File: config.mk
export PLATFORM = sky130hd
export DESIGN_NAME = gdrc_divider
export DESIGN_NICKNAME = d
export VERILOG_FILES = /design/src/rtl/gdrc_pkg.sv /design/src/rtl/gdrc_divider.sv
export SDC_FILE = /design/constraint.sdc
export NUM_CORES = 1
export LEC_CHECK = 0
export BUFFER_PORTS_ARGS = -buffer_cell sky130_fd_sc_hd__buf_2
export CORE_MARGIN = 4
export CORE_UTILIZATION = 50
export DETAILED_ROUTE_END_ITERATION = 7
export PLACE_DENSITY = 0.82
export SLEW_MARGIN = 25
export SYNTH_ARGS = -nofsm -noshare
export SYNTH_HDL_FRONTEND = slang
export SYNTH_SLANG_ARGS = --single-unit
File: constraint.sdc
create_clock -name clk -period 4.2 [get_ports clk]
set_input_delay 0.21 -clock clk [delete_from_list [all_inputs] [get_ports clk]]
set_output_delay 0.21 -clock clk [all_outputs]
set_load 0.005 [all_outputs]
File: src/rtl/gdrc_pkg.sv
// Shared constants and types for the grid ray caster.
// No dependencies; every other file imports this package.
package gdrc_pkg;
  localparam int MapDim     = 64;
  localparam int MapBits    = 6;
  localparam int ScreenRows = 512;

  localparam logic OP_WRITE = 1'b0;
  localparam logic OP_CAST  = 1'b1;

  localparam logic [0:0] REG_MAP_WIDTH  = 1'b0;
  localparam logic [0:0] REG_MAP_HEIGHT = 1'b1;

  // Input payload: 169 bits of fields, padded to 176.
  typedef struct packed {
    logic signed [10:0] view_pitch;
    logic [31:0]        delta_y;
    logic [31:0]        delta_x;
    logic signed [17:0] dir_y;
    logic signed [17:0] dir_x;
    logic [21:0]        pos_y;
    logic [21:0]        pos_x;
    logic               cell_is_wall;
    logic [5:0]         cell_y;
    logic [5:0]         cell_x;
    logic               operation;
  } item_t;

  typedef struct packed {
    logic signed [11:0] span_bottom;
    logic [10:0]        span_top;
    logic [15:0]        wall_height;
    logic [31:0]        perp_dist;
    logic               hit_edge;
    logic [6:0]         hit_y;
    logic [6:0]         hit_x;
    logic               hit_side;
  } result_t;

  typedef struct packed {
    logic start;
    logic busy;
    logic done;
  } div_ctl_t;
endpackage

File: src/rtl/gdrc_divider.sv
// Restoring divider, one quotient bit per cycle: (ScreenRows << 16) / divisor.
// Depends on gdrc_pkg.
module gdrc_divider (
  input  logic                clk,
  input  logic                rst,
  input  logic                start,
  input  logic [31:0]         divisor,
  output gdrc_pkg::div_ctl_t  ctl,
  output logic [15:0]         quotient
);
  import gdrc_pkg::*;
  localparam int NumBits = 26;
  localparam logic [NumBits-1:0] Dividend = NumBits'(ScreenRows) << 16;

  logic [NumBits-1:0] num;
  logic [NumBits-1:0] q;
  logic [32:0]        rem;
  logic [4:0]         count;
  logic               busy;
  logic               done;
  logic [32:0]        trial;

  assign trial = {rem[31:0], num[NumBits-1]};

  always_ff @(posedge clk) begin
    if (rst) begin
      busy <= 1'b0;
      done <= 1'b0;
      count <= '0;
    end else begin
      done <= 1'b0;
      if (start) begin
        busy <= 1'b1;
        count <= 5'(NumBits - 1);
        num <= Dividend;
        rem <= '0;
        q <= '0;
      end else if (busy) begin
        num <= num << 1;
        if (trial >= {1'b0, divisor}) begin
          rem <= trial - {1'b0, divisor};
          q <= {q[NumBits-2:0], 1'b1};
        end else begin
          rem <= trial;
          q <= {q[NumBits-2:0], 1'b0};
        end
        if (count == '0) begin
          busy <= 1'b0;
          done <= 1'b1;
        end else begin
          count <= count - 5'd1;
        end
      end
    end
  end

  assign quotient = (q[NumBits-1:16] != '0) ? 16'hFFFF : q[15:0];
  assign ctl = '{start: start, busy: busy, done: done};
endmodule

== Yosys cells after proc, flatten, opt, wreduce, memory -nomap -nowiden ==
Cells that the tools add are included.

* Input port bits: 35
* Memories: 0
* Latch bits: 0
* Output and inout port bits: 19
* Bits in writable memories: 0
* Bits in read-only memories: 0
* Flip-flop bits (word level): 66

* Div/mod/pow operators: 0
* Shift operators: 0
* Multiply operators: 0
* Bitwise logic cells: 3
* Add/sub/neg operators: 2
* $lt $le $gt $ge: 1
* Equality and inequality tests: 1
* Reduce and logical (&&, ||, !) cells: 8
* Multiplexer cells: 13

{| class="wikitable"
|+ Operator list
! cell !! number
|-
| $mux 32 || 2
|-
| $mux 26 || 2
|-
| $ge 33x32->1 || 1
|-
| $sub 32x32->32 || 1
|-
| $mux 16 || 1
|-
| $mux 5 || 3
|-
| $reduce_bool 10->1 || 1
|-
| $reduce_and 2->1 || 3
|-
| $logic_not 5->1 || 1
|-
| $mux 1 || 5
|-
| $sub 5x1->5 const B || 1
|-
| $not 1->1 || 3
|-
| $reduce_or 3->1 || 1
|-
| $ne 2x2->1 const B || 1
|-
| $reduce_bool 2->1 || 1
|-
| $reduce_or 2->1 || 1
|}

== Longest topological paths before layout ==
* Word-level depth: 4
* Depth in mapped cells: 14
* Depth with buffers taken out: 12

== Worst setup path after synthesis ==
Ideal clock, no wire load.

* Path type: input -> register
* Start point: input start
* End point: register num[25], enable pin
* Setup time: 0.477 ns
* Arrival time: 3.022 ns
* Path slack: 0.701 ns
* Buffers on the path: 1
* Stages on the path: 3
* Required time: 3.723 ns
* Cell sequence: clkbuf_1 nor2_1 nor2_1

* Longest elaborated chain between the ends: 2

{| class="wikitable"
|+ RTL lines
! element !! line !! text
|-
| from (decl) || gdrc_divider.sv:6 || <nowiki>input logic start,</nowiki>
|-
| $reduce_bool 2->1 (no source line) || -- ||
|-
| $reduce_and 2->1 (no source line) || -- ||
|-
| to (signal assigned) || gdrc_divider.sv:35 || <nowiki>num <= Dividend;</nowiki>
|-
| to (signal assigned) || gdrc_divider.sv:39 || <nowiki>num <= num << 1;</nowiki>
|-
| to (decl) || gdrc_divider.sv:15 || <nowiki>logic [NumBits-1:0] num;</nowiki>
|}

No other way between the ends.
A chain may end at the register's enable or synchronous reset.

== Worst setup path in the final report ==
* Start point: register rem[26]
* End point: register rem[18] (data pin)

* Longest elaborated chain between the ends: 3

{| class="wikitable"
|+ RTL lines
! element !! line !! text
|-
| from (decl) || gdrc_divider.sv:17 || <nowiki>logic [32:0] rem;</nowiki>
|-
| from (signal assigned) || gdrc_divider.sv:41 || <nowiki>rem <= trial - {1'b0, divisor};</nowiki>
|-
| from (signal assigned) || gdrc_divider.sv:44 || <nowiki>rem <= trial;</nowiki>
|-
| $ge 33x32->1 || gdrc_divider.sv:40 || <nowiki>if (trial >= {1'b0, divisor}) begin</nowiki>
|-
| $mux 32 || gdrc_divider.sv:40 ||
|-
| $mux 32 || gdrc_divider.sv:38 || <nowiki>end else if (busy) begin</nowiki>
|}

No other way between the ends. The select of a mux whose other input is x is not followed.

==> results_dict.tcl <==
set metrics [dict create \
    initial_core_util_pct 51.34 \
    postRouteAntennaNets 0 \
    max_slew_margin_pct 52.96 \
    cts_buffer_depth 2 \
    hold_buffers 0 \
    syn2layout_area_growth_pct 10.50 \
    hpwl_um 7825 \
    hold_end "count[4]$_SDFFE_PP0P_" \
    routabilityCongestion 0.9023 \
    clock-sinks 66 \
    power_mw 2.022 \
    worstSetupPathType "reg2reg" \
    grt_pass1_vias 3942 \
    regToRegSetupSlack_ns 0.96 \
    peakVddDrop_mv 0.2477 \
    rr_endpoint "rem[18]$_SDFFCE_PP0P_" \
    fmax_mhz 308.2 \
    cts.htree.levels 3 \
    synth.ff_latch_count 66 \
    cp-start-kind "flop" \
    syn_area_mm2 0.004995 \
    tns_ns 0 \
    worstSetupEndpointType "flop" \
    cts_resized 0 \
    setup_viol 0 \
    netlist_instances 525 \
    avgViaCountPerCell 5.607 \
    io_pins 54 \
    clk_pin_slew_ns 0.09 \
    syn_nets 595 \
    vias 3936 \
    async_flop_share_pct 0 \
    core_mm2 0.009729 \
    clkLatencyLatePin_ns 0.35 \
    antenna_cells 0 \
    grt_pass1_wl_um 18110 \
    final_cells 702 \
    finalCriticalPeriod_ns 3.245 \
    final_cell_mix "edfxtp_1, buf_2, nor2_1, inv_1, a21oi_1" \
    cp.required_ns 4.40 \
    fin_skew_ns 0.01328 \
    final_max_slew_viol_count 0 \
    min_path_type "in2reg" \
    nets 634 \
    grt_max_degree 68 \
    antenna_found_initial 0 \
    synthFlopType "edfxtp_1" \
    cts_made_buffers 9 \
    avgSynthCellArea_um2 9.514 \
    io_buffers 53 \
    hp-start "rst" \
    die_w_um 107.9 \
    synth_edf_count 59 \
    grt-ovfl-total 0 \
    ys_seq_area_share_pct 38.28 \
    synth-warning-count 0 \
    p_leak_nw 2.301 \
    max-cap-violations 0 \
    critical_path.max_fanout 21 \
    rr_worst_depth 10 \
    r2r_start "rem[26]$_SDFFCE_PP0P_" \
    wirelength_um 10760 \
    min_period_over_period_pct 77.26 \
    cp_data_arrival_time_ns 3.44 \
    wl_per_cell_um 15.32 \
    worst_hold_slack_ns 0.1378 \
    synth_cell_types 70 \
    crit_chain "ha_1 -> and3_2 -> nand2b_1 -> or4_1 -> o21ai_2 -> a21o_1 -> a41oi_4 -> buf_12 -> or3b_1 -> a21oi_1" \
    slowest_delay_ns 0.55 \
    postCtsSetupBuffers 0 \
    cts-root-buf "clkbuf_8" \
    cp_slowest_cell "or4_1" \
    fp.dieH_um 107.9 \
    hold_viol_final 0 \
    dp_cells 685 \
    drive_gt1_share_pct 18.98 \
    dieArea_mm2 0.01165 \
    outcome "finished clean" \
    final_common_cell "edfxtp_1" \
    drt-initial-drc-count 299 \
    grt_usage_pct 19.09 \
    cellPowerDensity_mw_per_mm2 366.4 \
    worstMarginPinSlew_ns 0.7056 \
    rsz0062_at_grt "no" \
    drc 0 \
    dr.pass1.iters 4 \
    cts_tree "done" \
    row_count 36 \
    min_path_cells 2 \
]
-- cell type report --
| class | count | area (µm²) |
|---|---|---|
| well taps | 133 | 166.4 |
| inverters | 44 | 165.2 |
| clock buffers | 9 | 123.9 |
| flip-flops and latches | 66 | 1912 |
| multi-input cells | 385 | 2756 |
| fillers | 887 | 4210 |
| clock inverters | 7 | 60.06 |
| repair buffers | 58 | 335.3 |
-- how the worst max path moves through the flow --
stage	cells past startpoint	startpoint	slack, ns	to
final	10	rem[26]$_SDFFCE_PP0P_	0.96	rem[18]$_SDFFCE_PP0P_
after global routing	11	rem[1]$_SDFFCE_PP0P_	0.75	rem[18]$_SDFFCE_PP0P_
after CTS	10	rem[26]$_SDFFCE_PP0P_	0.99	rem[18]$_SDFFCE_PP0P_
after detailed placement	10	rem[26]$_SDFFCE_PP0P_	1.03	rem[18]$_SDFFCE_PP0P_
after global placement	11	rem[17]$_SDFFCE_PP0P_	1.11	rem[4]$_SDFFCE_PP0P_
after floorplan	3	start	0.70	num[25]$_SDFFCE_PP1P_
-- critical path: cells and delay by family, from the launching register on --
family	cells	cell delay (ns)
AOI/OAI and AO/OA	4	0.60
adders and majority gates	1	0.45
buffers and inverters	1	0.26
DFF	1	0.43
and+or+nand+nor	4	1.34
-- synthesized netlist by cell type (4+ instances only) --
library cell	instances	area share, %
a21oi_1	36	3.6
o21ai_0	10	1.0
dfxtp_1	7	2.8
nor2_1	53	4.0
or2_2	16	2.0
nor4_1	4	0.50
nand4_1	8	1.0
a21oi_2	4	0.70
a21o_1	18	2.7
a211oi_1	5	0.75
nand2_1	23	1.7
a31oi_1	4	0.50
inv_1	44	3.3
nor3_1	7	0.70
nand3_1	12	1.2
clkbuf_1	11	0.83
ha_1	34	8.5
xor2_1	9	1.6
buf_4	5	0.75
o21a_1	7	1.1
nor2b_1	29	3.6
edfxtp_1	59	35
nand2b_1	6	0.75
mux2i_1	25	5.0
xnor2_1	17	3.0
buf_2	11	1.1
-- kinds of logic after synthesis --
group | share of synthesized area [%]
AO/OA/AOI/OAI | 18.09
adder cells (fa/ha/maj) | 8.918
multiplexers | 5.010
flip-flops | 38.28
AND/OR/NAND/NOR | 18.24
buffers and inverters | 6.914
XOR/XNOR | 4.559
-- per-layer routing --
layer,up-vias,global-route usage (%),routed length (µm)
li1,1966,-,-
met1,1853,24.34,4797
met2,102,32.73,5234
met3,15,4.119,546
met4,0,5.410,178
met5,-,0,0
-- through the flow --
| step | cell area (µm²) | util [%] | setup slack, ns |
|---|---|---|---|
| after floorplan | 4995 | - | 0.7007 |
| after global placement | 5308 | 54.55 | 1.106 |
| after detailed placement | 5308 | 54.55 | 1.033 |
| after CTS | 5492 | 56.44 | 0.9865 |
| after global routing | 5519 | 56.73 | 0.7511 |
| final | 5519 | 56.73 | 0.9552 |
-- power breakdown --
part	switching, mW	internal (mW)	total, mW	leakage (nW)
Sequential	0.0296	0.789	0.819	0.635
Clock	0.296	0.224	0.521	0.0848
Combinational	0.387	0.295	0.682	1.58
Total	0.713	1.31	2.02	2.30
-- flip-flops by register name, summed over array words and instances (netlist names) --
signal and flops:
done 1, q 26, rem 32, count 5
num 1, busy 1
No activity file was read; power rests on OpenSTA's default activity.
